$ cat src/rtl/sacl_pkg.sv
// Shared types and constants of the set-associative LRU cache store.
package sacl_pkg;

    localparam int unsigned SETS      = 64;
    localparam int unsigned WAYS      = 4;
    localparam int unsigned TAG_BITS  = 21;
    localparam int unsigned DATA_BITS = 64;
    localparam int unsigned SET_W     = (SETS > 1) ? $clog2(SETS) : 1;
    localparam int unsigned WAY_W     = (WAYS > 1) ? $clog2(WAYS) : 1;
    localparam int unsigned LINES     = SETS * WAYS;
    localparam int unsigned QDEPTH    = 2;

    localparam logic [1:0] MODE_READ  = 2'd0;
    localparam logic [1:0] MODE_WRITE = 2'd1;
    localparam logic [1:0] MODE_FILL  = 2'd2;
    localparam logic [1:0] MODE_NONE  = 2'd3;

    typedef struct packed {
        logic [1:0]          mode;
        logic [SET_W-1:0]    set_idx;
        logic [TAG_BITS-1:0] tag;
        logic [63:0]         data;
    } t_req;

    typedef enum logic [1:0] {
        ST_CLEAR,
        ST_IDLE,
        ST_READ,
        ST_EXEC
    } t_state;

endpackage

$ cat src/rtl/sacl_front.sv
// Front end: accept commands and queue them for the back end.
module sacl_front (
    input  logic            i_clk,
    input  logic            i_rst_n,
    input  logic            i_start,
    input  logic [1:0]      i_mode,
    input  logic [5:0]      i_set_index,
    input  logic [20:0]     i_tag,
    input  logic [63:0]     i_write_data,
    output logic            o_full,
    output logic            o_q_valid,
    output sacl_pkg::t_req  o_q_req,
    input  logic            i_q_pop
);
    localparam int unsigned PW = $clog2(sacl_pkg::QDEPTH);

    sacl_pkg::t_req   r_q [sacl_pkg::QDEPTH];
    logic [PW-1:0]    r_wp, r_rp;
    logic [PW:0]      r_cnt;
    logic             push;
    sacl_pkg::t_req   req;

    always_comb begin
        req.mode    = i_mode;
        req.set_idx = sacl_pkg::SET_W'(i_set_index);
        req.tag     = sacl_pkg::TAG_BITS'(i_tag);
        req.data    = i_write_data;
    end

    assign o_full    = (r_cnt == (PW+1)'(sacl_pkg::QDEPTH));
    assign push      = i_start && !o_full;
    assign o_q_valid = (r_cnt != '0);
    assign o_q_req   = r_q[r_rp];

    always_ff @(posedge i_clk) begin
        if (!i_rst_n) begin
            r_wp   <= '0;
            r_rp   <= '0;
            r_cnt  <= '0;
        end else begin
            if (push) r_wp <= r_wp + 1'b1;
            if (i_q_pop) r_rp <= r_rp + 1'b1;
            r_cnt <= r_cnt + (PW+1)'(push) - (PW+1)'(i_q_pop);
        end
    end

    always_ff @(posedge i_clk) begin
        if (push) r_q[r_wp] <= req;
    end
endmodule

$ cat config.mk
export PLATFORM = sky130hd
export DESIGN_NAME = sacl_front
export DESIGN_NICKNAME = d
export VERILOG_FILES = /design/src/rtl/sacl_pkg.sv /design/src/rtl/sacl_front.sv
export SDC_FILE = /design/constraint.sdc
export NUM_CORES = 1
export LEC_CHECK = 0
export ABC_AREA = 1
export BUFFER_PORTS_ARGS = -buffer_cell sky130_fd_sc_hd__buf_2
export CORE_ASPECT_RATIO = 2
export CORE_UTILIZATION = 45
export CTS_CLUSTER_SIZE = 25
export DETAILED_ROUTE_END_ITERATION = 10
export PLACE_DENSITY = 0.7
export SYNTH_ARGS = -nofsm -noshare
export SYNTH_HDL_FRONTEND = slang
export SYNTH_SLANG_ARGS = --single-unit
$ cat constraint.sdc
create_clock -name i_clk -period 7.4 [get_ports i_clk]
set_input_delay 1.48 -clock i_clk [delete_from_list [all_inputs] [get_ports i_clk]]
set_output_delay 1.48 -clock i_clk [all_outputs]
set_load 0.01 [all_outputs]
==> results of run 1 <==
==> worst max-delay path, stage by stage (launching register included) <==
cell and delay (ns):
sky130_fd_sc_hd__dfxtp_4 0.92, sky130_fd_sc_hd__buf_4 0.70, sky130_fd_sc_hd__mux2_2 0.42, sky130_fd_sc_hd__buf_2 0.14
==> placed cells by master, fill, tap and decap left out, types with 3 or more instances in the layout <==
cell | Yosys | final
sky130_fd_sc_hd__buf_2 | 2 | 191
sky130_fd_sc_hd__inv_6 | 0 | 7
sky130_fd_sc_hd__mux2_4 | 70 | 70
sky130_fd_sc_hd__buf_4 | 1 | 3
sky130_fd_sc_hd__mux2_2 | 23 | 23
sky130_fd_sc_hd__dfxtp_1 | 5 | 4
sky130_fd_sc_hd__nor2_1 | 6 | 5
sky130_fd_sc_hd__edfxtp_1 | 186 | 186
sky130_fd_sc_hd__diode_2 | 0 | 4
sky130_fd_sc_hd__clkinv_4 | 0 | 3
sky130_fd_sc_hd__nand2_1 | 10 | 10
sky130_fd_sc_hd__inv_1 | 8 | 7
sky130_fd_sc_hd__clkbuf_16 | 0 | 17
==> report_power, final <==
group | switching, mW | internal (mW)
Sequential | 0.0339 | 1.30
Combinational | 0.157 | 0.151
Clock | 0.397 | 0.452
Total | 0.588 | 1.90
==> Yosys cell counts, drive strengths merged <==
cell type	number	area (um2)
ha	2	25.0
a21oi	2	10.0
edfxtp	186	5590
mux2	93	1310
buf	10	96.4
nor2	6	22.5
inv	8	30.0
nand3	2	10.0
dfxtp	5	100
nand2	10	37.5
==> worst max path at each step <==
stage             from          to  slack, ns  depth (start not counted)
3_5_place_dp   i_start  r_q[0][38]       3.58                          4
4_1_cts           flop  o_q_req[0]       3.16                          3
2_1_floorplan  i_start   r_q[0][0]       1.43                          2
3_3_place_gp   i_start  r_q[0][38]       3.68                          4
5_1_grt           flop  o_q_req[0]       3.06                          3
6_report          flop  o_q_req[0]       3.18                          3
==> layout make-up <==
class / count / share of cell area (%)
Sequential cell: 191 / 63.6
Antenna cell: 4 / 0.112
Tap cell: 201 / 2.81
Clock buffer: 19 / 4.95
Clock inverter: 13 / 1.29
Inverter: 8 / 0.364
Timing Repair Buffer: 194 / 10.9
Multi-Input combinational cell: 115 / 15.9
==> stage by stage <==
stage / hold slack [ns] / cell area (um2) / utilization [%] / cells / setup slack, ns
2_1_floorplan: 0.463 / 7230 / - / 324 / 1.43
3_3_place_gp: 0.481 / 8370 / 53.4 / 709 / 3.68
3_5_place_dp: 0.508 / 8370 / 53.4 / 709 / 3.58
4_1_cts: 0.527 / 8930 / 56.9 / 741 / 3.16
5_1_grt: 0.560 / 8940 / 57.0 / 744 / 3.06
6_report: 0.526 / 8940 / 57.0 / 745 / 3.18
==> state kept, by name (all words and copies together), names as in the netlist, named ones only <==
name	cells
r_cnt	2
r_rp	1
r_q	186
r_wp	1
==> cells by family (layout without fill, tap and decap cells) <==
kind of cell	after synthesis	after routing	synth area share [%]
AOI/OAI and AO/OA	2	2	0.139
adders and majority gates	2	2	0.346
buffers and inverters	18	234	1.75
DFF	191	191	78.7
muxes	93	93	18.1
other	0	4	0
and+or+nand+nor	18	18	0.970
==> per-layer routing <==
metal	global-route usage, %	part of all wire [%]	wire [um]	vias to the layer above
met1	14.3	31	4010	1755
met4	10.7	3.5	450	2
met3	5.30	6.0	764	30
met5	0	0.10	13	-
li1	-	-	-	1678
met2	29.9	59	7600	125
==> results.rst, run 1 <==
.. list-table::
   :header-rows: 1

   * - Metric
     - Value
   * - Number of antenna violations at the first check in global routing
     - 6
   * - Count of cell types in the netlist
     - 13
   * - Flop-to-flop setup slack
     - 4.70 ns
   * - Max-capacitance violation count
     - 0
   * - Crit path kind
     - reg2out
   * - Routed Antenna Nets
     - 0
   * - Number of failing hold endpoints at the final stage
     - 0
   * - Worst flop-to-flop path endpoint
     - r_q[0][90]
   * - Critical path arrival
     - 2.74 ns
   * - GRT Overall Usage
     - 16.1%
   * - Static leakage
     - 3.54 nW
   * - Total routed wirelength
     - 12800 um
   * - Cells after synthesis
     - 324
   * - Normalized max-slew margin
     - 19.0%
   * - Overall power
     - 2.49 mW
   * - Synth Register Bits
     - 191
   * - Synthesis warning total
     - 0
   * - TNS Setup
     - 0 ns
   * - Part of the Yosys area used for sequential elements
     - 78.7%
   * - Post-CTS Resized
     - 0
   * - Element type at the critical path start
     - flop
   * - Upper clock frequency limit
     - 237 MHz
   * - Number of vias per cell after detailed routing
     - 4.82
   * - Starting DRC count in detailed routing
     - 128
   * - Number of top-level pins
     - 192
   * - Clock-pin slew on the worst setup and hold paths
     - 0.07 ns
   * - Setup Skew
     - 0.00689 ns
   * - Worst hold path cell count
     - 2
   * - GR Overflow Total
     - 0
   * - Power Dens Cells
     - 278 nW/um2
   * - Worst Hold Launch
     - r_rp
   * - Routability-driven placement congestion ratio
     - 0.782
   * - Data required time of the worst path
     - 5.92 ns
   * - Post-Syn Area
     - 7230 um2
   * - Count of nets after finishing
     - 626
   * - Vert. Die Dim
     - 181 um
   * - Total iterations of the first detailed-routing run
     - 4
   * - Buffer count from post-CTS setup fixing
     - 0
   * - Full die area
     - 16600 um2
   * - Unrepaired setup endpoints after global routing
     - no
   * - Clock network latency to the later pin of the worst-skew pair
     - 0.43 ns
   * - Drc violations
     - 0
   * - Largest net degree at the start of global routing
     - 64
   * - Area used by multi-input combinational logic
     - 1420 um2
   * - Std cell rows
     - 65
   * - Number of vias after detailed routing
     - 3590
   * - Setup crit end kind
     - output pin
   * - Final max-slew violation count
     - 0
   * - Clock tree from TritonCTS
     - built
   * - Slew at the pin closest to its max-slew limit
     - 1.21 ns
   * - Number of fill cells in the layout
     - 1248
   * - Overall die width
     - 91.6 um
   * - Post-cts hold buffer count
     - 0
   * - Depth of the most critical reg-to-reg path
     - 5
   * - Hold Path End
     - r_rp
   * - Mean area per synthesized cell
     - 22.3 um2
   * - Final period utilization
     - 57.0%
   * - Hold crit path type
     - reg2reg
   * - Vias in the first global route
     - 3757
   * - Layout-stage area growth over the synthesis result
     - 23.7%
   * - Peak fanout along the critical path
     - 52
   * - Startpoint of the worst register-to-register path
     - r_cnt[0]
   * - Run status
     - finished clean
   * - Number of nets produced by synthesis
     - 423
   * - Placeable Area
     - 15700 um2
   * - Worst IR drop on VDD
     - 0.165 mV
   * - Proportion of layout cells with a drive suffix above 1
     - 59.4%
   * - Post-DP HPWL
     - 8840 um
   * - Clock H-tree levels
     - 4
   * - Setup violation total in the final timing report
     - 0
   * - Sinks on the clock net
     - 191
   * - CTS Buffer Depth
     - 2
   * - Number of port buffers
     - 191
   * - Sequential cell area in the final layout
     - 5690 um2
   * - Wire length of the first global-routing pass
     - 19200 um
   * - Root Driver
     - sky130_fd_sc_hd__clkbuf_16
   * - Final period demand of the worst path
     - 4.22 ns
   * - Wire length per cell
     - 17.2 um
   * - Initial standard-cell utilization of the core
     - 46.0%
   * - CTS buffer count
     - 17
No activity file was read; power rests on OpenSTA's default activity.
==> inputs of run 2 (changes only) <==
Clock period 7.4 ns to 4 ns, I/O delays scaled along.
==> results.rst, run 2 (same netlist as run 1, synthesis figures left out) <==
.. list-table::
   :header-rows: 1

   * - Metric
     - Value
   * - CTS buffer count
     - 17
   * - Placeable Area
     - 15700 um2
   * - Number of antenna violations at the first check in global routing
     - 6
   * - Routed Antenna Nets
     - 0
   * - GRT Overall Usage
     - 16.4%
   * - Sinks on the clock net
     - 191
   * - Number of failing hold endpoints at the final stage
     - 0
   * - Vias in the first global route
     - 3860
   * - Data required time of the worst path
     - 3.20 ns
   * - Final period demand of the worst path
     - 3.01 ns
   * - GR Overflow Total
     - 0
   * - Static leakage
     - 3.54 nW
   * - Crit path kind
     - reg2out
   * - Full die area
     - 16600 um2
   * - Post-DP HPWL
     - 9160 um
   * - Number of top-level pins
     - 192
   * - Routability-driven placement congestion ratio
     - 0.729
   * - Largest reg by FF count
     - r_q
   * - Most frequent cells in the layout
     - sky130_fd_sc_hd__buf_2 (191), sky130_fd_sc_hd__edfxtp_1 (186), sky130_fd_sc_hd__mux2_4 (70)
   * - Minimum hold slack
     - 0.505 ns
   * - Largest net degree at the start of global routing
     - 94
   * - Depth of the most critical reg-to-reg path
     - 5
   * - Slew at the pin closest to its max-slew limit
     - 0.675 ns
   * - Setup Skew
     - 0.00985 ns
   * - Startpoint of the worst register-to-register path
     - r_cnt[0]
   * - Proportion of layout cells with a drive suffix above 1
     - 58.9%
   * - Total iterations of the first detailed-routing run
     - 5
   * - Drc violations
     - 0
   * - Placed cell count
     - 712
   * - Unrepaired setup endpoints after global routing
     - no
   * - Worst flop-to-flop path endpoint
     - r_q[1][20]
   * - Overall die width
     - 91.6 um
   * - Hold crit path type
     - reg2reg
   * - Number of vias per cell after detailed routing
     - 4.83
   * - Total routed wirelength
     - 13100 um
   * - Clock H-tree levels
     - 4
   * - Clock tree from TritonCTS
     - built
   * - Power Dens Cells
     - 512 nW/um2
   * - Slowest library cell on the worst path
     - sky130_fd_sc_hd__dfxtp_4
   * - Max reg flops
     - 186
   * - Number of vias after detailed routing
     - 3616
   * - CP max stage delay
     - 0.79 ns
   * - Final max-slew violation count
     - 0
   * - Clock-pin slew on the worst setup and hold paths
     - 0.07 ns
   * - Post-cts hold buffer count
     - 0
   * - Wire length of the first global-routing pass
     - 19900 um
   * - Element type at the critical path start
     - flop
   * - Final period utilization
     - 75.2%
   * - Wire length per cell
     - 17.6 um
   * - Worst IR drop on VDD
     - 0.343 mV
   * - Total number of cells along the worst setup path
     - 3
   * - Vert. Die Dim
     - 181 um
   * - Critical path arrival
     - 2.21 ns
   * - Worst Path Buf+Inv
     - 2
   * - Buffer count from post-CTS setup fixing
     - 0
   * - Post-Route Utilization
     - 57.1%
   * - Post-CTS Resized
     - 0
   * - Registers with the most flip-flops
     - r_q x186, r_cnt x2
   * - Flop-to-flop setup slack
     - 2.03 ns
   * - Normalized max-slew margin
     - 55.0%
   * - CTS Buffer Depth
     - 2
   * - Starting DRC count in detailed routing
     - 167
   * - Setup violation total in the final timing report
     - 0
   * - Layout-stage area growth over the synthesis result
     - 24.1%
   * - Clock network latency to the later pin of the worst-skew pair
     - 0.41 ns
   * - Worst path top cell family by delay
     - flip-flops
   * - Most common cell after layout, fill and taps aside
     - sky130_fd_sc_hd__buf_2
   * - Initial standard-cell utilization of the core
     - 46.0%
   * - CP Cell Sequence
     - buf_4 > mux2_4 > buf_2
   * - Upper clock frequency limit
     - 332 MHz
   * - TNS Setup
     - 0 ns
   * - Root Driver
     - sky130_fd_sc_hd__clkbuf_16
   * - Final non-filler cell total
     - 748
   * - Termination of the worst setup path
     - o_q_req[21]
   * - Peak fanout along the critical path
     - 39
   * - Max-capacitance violation count
     - 0
   * - Final worst slack
     - 0.992 ns
   * - Setup crit end kind
     - output pin
   * - Number of port buffers
     - 191
   * - Worst slack at placement
     - 1.39 ns
   * - Std cell rows
     - 65
   * - Run status
     - finished clean
   * - Count of nets after finishing
     - 629
[run 2: cell count changes in the layout (fill, tap and decap cells not counted)]
cell	before	now
sky130_fd_sc_hd__buf_12	0	1
sky130_fd_sc_hd__buf_4	3	5
sky130_fd_sc_hd__bufinv_16	0	1
sky130_fd_sc_hd__clkbuf_1	1	2
sky130_fd_sc_hd__clkbuf_8	1	0
sky130_fd_sc_hd__clkinv_1	0	3
sky130_fd_sc_hd__clkinv_4	3	5
sky130_fd_sc_hd__clkinvlp_4	0	3
sky130_fd_sc_hd__inv_4	1	0
sky130_fd_sc_hd__inv_6	7	1
sky130_fd_sc_hd__inv_8	2	0
[run 2: power by group]
group          switching (mW)  internal [mW]
sequential             0.0572           2.40
clock                   0.697          0.858
combinational           0.296          0.285
[run 2: how the worst min path moves through the flow]
| stage | startpoint | to | slack (ns) | cells after the start |
|---|---|---|---|---|
| final | r_rp | flop | 0.51 | 2 |
| after global routing | i_write_data[10] | r_q[0][10] | 0.55 | 1 |
| after CTS | r_rp | flop | 0.51 | 2 |
| after detailed placement | r_rp | flop | 0.49 | 2 |
| after global placement | r_rp | r_rp | 0.48 | 2 |
| after floorplan | r_rp | flop | 0.46 | 2 |
[run 2: layer usage]
metal,GRT usage [%],part of all wire (%),vias up
met2,30.9,58,118
met3,5.18,5.8,22
met5,0,0.20,-
met4,8.06,2.8,4
met1,15.6,34,1785
li1,-,-,1687
[run 2: cell type report]
type / count / area, um2
well taps: 201 / 251
inverters: 8 / 31.3
fillers: 1211 / 6730
clock buffers: 19 / 433
flip-flops and latches: 191 / 5690
repair buffers: 197 / 1010
diodes: 4 / 10.0
clock inverters: 13 / 116
multi-input cells: 115 / 1420
[run 2: worst reg2reg max path, stage by stage, from the launching register on]
cell,delay (ns)
sky130_fd_sc_hd__dfxtp_1,0.34
sky130_fd_sc_hd__inv_1,0.06
sky130_fd_sc_hd__nand2_1,0.11
sky130_fd_sc_hd__nand3_1,0.13
sky130_fd_sc_hd__clkinv_2,0.44
sky130_fd_sc_hd__buf_4,0.52
[run 2: metrics by stage]
stage	instance area (um2)	total power, mW
after floorplan	7230	2.85
after global placement	8410	3.07
after detailed placement	8410	3.09
after CTS	8960	4.65
after global routing	8960	4.77
final	8970	4.59
==> inputs of run 3 (changes only) <==
Settings changed: PLACE_DENSITY 0.7 to 0.73.
Clock period 4 ns to 2.7 ns, I/O delays scaled along.
==> results.rst, run 3 (same netlist as run 1, synthesis figures left out) <==
.. list-table::
   :header-rows: 1

   * - Metric
     - Value
   * - Run status
     - finished clean
   * - Routed Antenna Nets
     - 0
   * - GR Overflow Total
     - 0
   * - Std cell rows
     - 65
   * - Post-placement cell area
     - 8430 um2
   * - Setup violation total in the final timing report
     - 0
   * - Most frequent cells in the layout
     - sky130_fd_sc_hd__buf_2 (191), sky130_fd_sc_hd__edfxtp_1 (186), sky130_fd_sc_hd__mux2_4 (70)
   * - Worst Path Buf+Inv
     - 2
   * - Post-CTS Resized
     - 0
   * - CP Cell Sequence
     - buf_12 > mux2_2 > buf_2
   * - Worst IR drop on VDD
     - 0.836 mV
   * - Power Dens Cells
     - 767 nW/um2
   * - Wire length of the first global-routing pass
     - 19300 um
   * - Largest net degree at the start of global routing
     - 94
   * - Switching share of power
     - 23.5%
   * - Setup Skew
     - 0.0150 ns
   * - Clock H-tree levels
     - 4
   * - Initial standard-cell utilization of the core
     - 46.0%
   * - Post-cts hold buffer count
     - 0
   * - Clock-pin slew on the worst setup and hold paths
     - 0.07 ns
   * - Final period demand of the worst path
     - 2.23 ns
   * - Peak fanout along the critical path
     - 52
   * - Upper clock frequency limit
     - 449 MHz
   * - Clock network latency to the later pin of the worst-skew pair
     - 0.43 ns
   * - Wire length per cell
     - 17.2 um
   * - Power dissipated by switching net loads
     - 1.63 mW
   * - Largest reg by FF count
     - r_q
   * - Max reg flops
     - 186
   * - Routability-driven placement congestion ratio
     - 0.723
   * - Starting DRC count in detailed routing
     - 123
   * - Drc violations
     - 0
   * - Hold crit path type
     - in2reg
   * - Slew at the pin closest to its max-slew limit
     - 0.690 ns
   * - Overall die width
     - 91.6 um
   * - Data required time of the worst path
     - 2.16 ns
   * - Setup crit end kind
     - output pin
   * - Slowest library cell on the worst path
     - sky130_fd_sc_hd__mux2_2
   * - Worst path top cell family by delay
     - buffers and inverters
   * - Number of top-level pins
     - 192
   * - Minimum hold slack
     - 0.294 ns
   * - Critical path arrival
     - 1.69 ns
   * - Element type at the critical path start
     - flop
   * - Number of antenna violations at the first check in global routing
     - 5
   * - Clock tree from TritonCTS
     - built
   * - Registers with the most flip-flops
     - r_q x186, r_cnt x2
   * - Clock network fraction of design power
     - 34.8%
   * - Full die area
     - 16600 um2
   * - Vert. Die Dim
     - 181 um
   * - Sinks on the clock net
     - 191
   * - Overall power
     - 6.92 mW
   * - Proportion of power drawn by combinational gates
     - 12.9%
   * - Post-route cell area
     - 9010 um2
   * - Number of vias after detailed routing
     - 3580
   * - Normalized max-slew margin
     - 54.0%
   * - Vias in the first global route
     - 3820
   * - Buffer count from post-CTS setup fixing
     - 0
   * - Final max-slew violation count
     - 0
   * - Most common cell after layout, fill and taps aside
     - sky130_fd_sc_hd__buf_2
   * - Total routed wirelength
     - 12800 um
   * - Sequential power share
     - 52.3%
   * - GRT Overall Usage
     - 15.9%
   * - Root Driver
     - sky130_fd_sc_hd__clkbuf_16
   * - Number of port buffers
     - 191
   * - Cell-internal power
     - 5.29 mW
   * - Unrepaired setup endpoints after global routing
     - no
   * - Proportion of layout cells with a drive suffix above 1
     - 59.6%
   * - Crit path kind
     - reg2out
   * - Final period utilization
     - 82.4%
   * - CTS Buffer Depth
     - 2
   * - Total iterations of the first detailed-routing run
     - 4
   * - Static leakage
     - 3.55 nW
   * - Placeable Area
     - 15700 um2
   * - Layout-stage area growth over the synthesis result
     - 24.7%
   * - CP max stage delay
     - 0.38 ns
   * - Max-capacitance violation count
     - 0
   * - Number of vias per cell after detailed routing
     - 4.80
   * - Count of nets after finishing
     - 628
   * - TNS Setup
     - 0 ns
   * - Post-DP HPWL
     - 8800 um
   * - CTS buffer count
     - 17
   * - Number of failing hold endpoints at the final stage
     - 0
run 3: cell types whose count changed in the layout (fill, tap and decap cells not counted), sizes merged:
cell      change
buf           -1
clkbuf        -1
clkinv        -6
clkinvlp      +1
diode         -1
inv           +6
run 3: layer usage:
layer | vias to the layer above | share of wire (%) | global-route usage, % | routed length (um)
met5 | - | 0.18 | 0 | 23
met4 | 4 | 3.8 | 9.14 | 492
met3 | 31 | 5.8 | 5.22 | 750
met2 | 116 | 57 | 29.8 | 7360
met1 | 1749 | 33 | 14.5 | 4210
li1 | 1680 | - | - | -
run 3: path summary, 6_finish.rpt:
check / from / endpoint / slack (ns) / cells after the start
min reg2reg: r_rp / r_rp / 0.53 / 2
min: i_tag[20] / r_q[1][84] / 0.29 / 1
max reg2reg: r_cnt[0] / r_q[1][18] / 0.97 / 5
max: flop / o_q_req[81] / 0.47 / 3
run 3: area by class of cell:
cell class              instances  area [um2]
fillers                      1213        6680
flip-flops and latches        191        5690
multi-input cells             115        1420
repair buffers                196        1030
clock buffers                  18         429
well taps                     201         251
clock inverters                14         150
inverters                       8        33.8
diodes                          3        7.51
run 3: power groups by stage:
stage                     Combinational (mW)  Sequential (mW)  Clock (mW)
after CTS                              0.907             3.62        2.48
after floorplan                        0.553             3.67           0
after detailed placement               0.904             3.69           0
after global routing                   0.958             3.64        2.58
after global placement                 0.881             3.67           0
final                                  0.890             3.62        2.41
run 3: through the flow:
step	worst slack [ns]	cells	utilization, %
after floorplan	0.272	324	-
after global placement	0.855	711	53.7
after detailed placement	0.841	711	53.7
after CTS	0.449	743	57.4
after global routing	0.410	744	57.4
final	0.475	746	57.4
run 3: worst register-to-register path: cells and delay by family, from the launching register on:
kind / cells / cell delay [ns]
AND/OR/NAND/NOR: 2 / 0.25
flip-flops: 1 / 0.35
buffers and inverters: 3 / 0.71
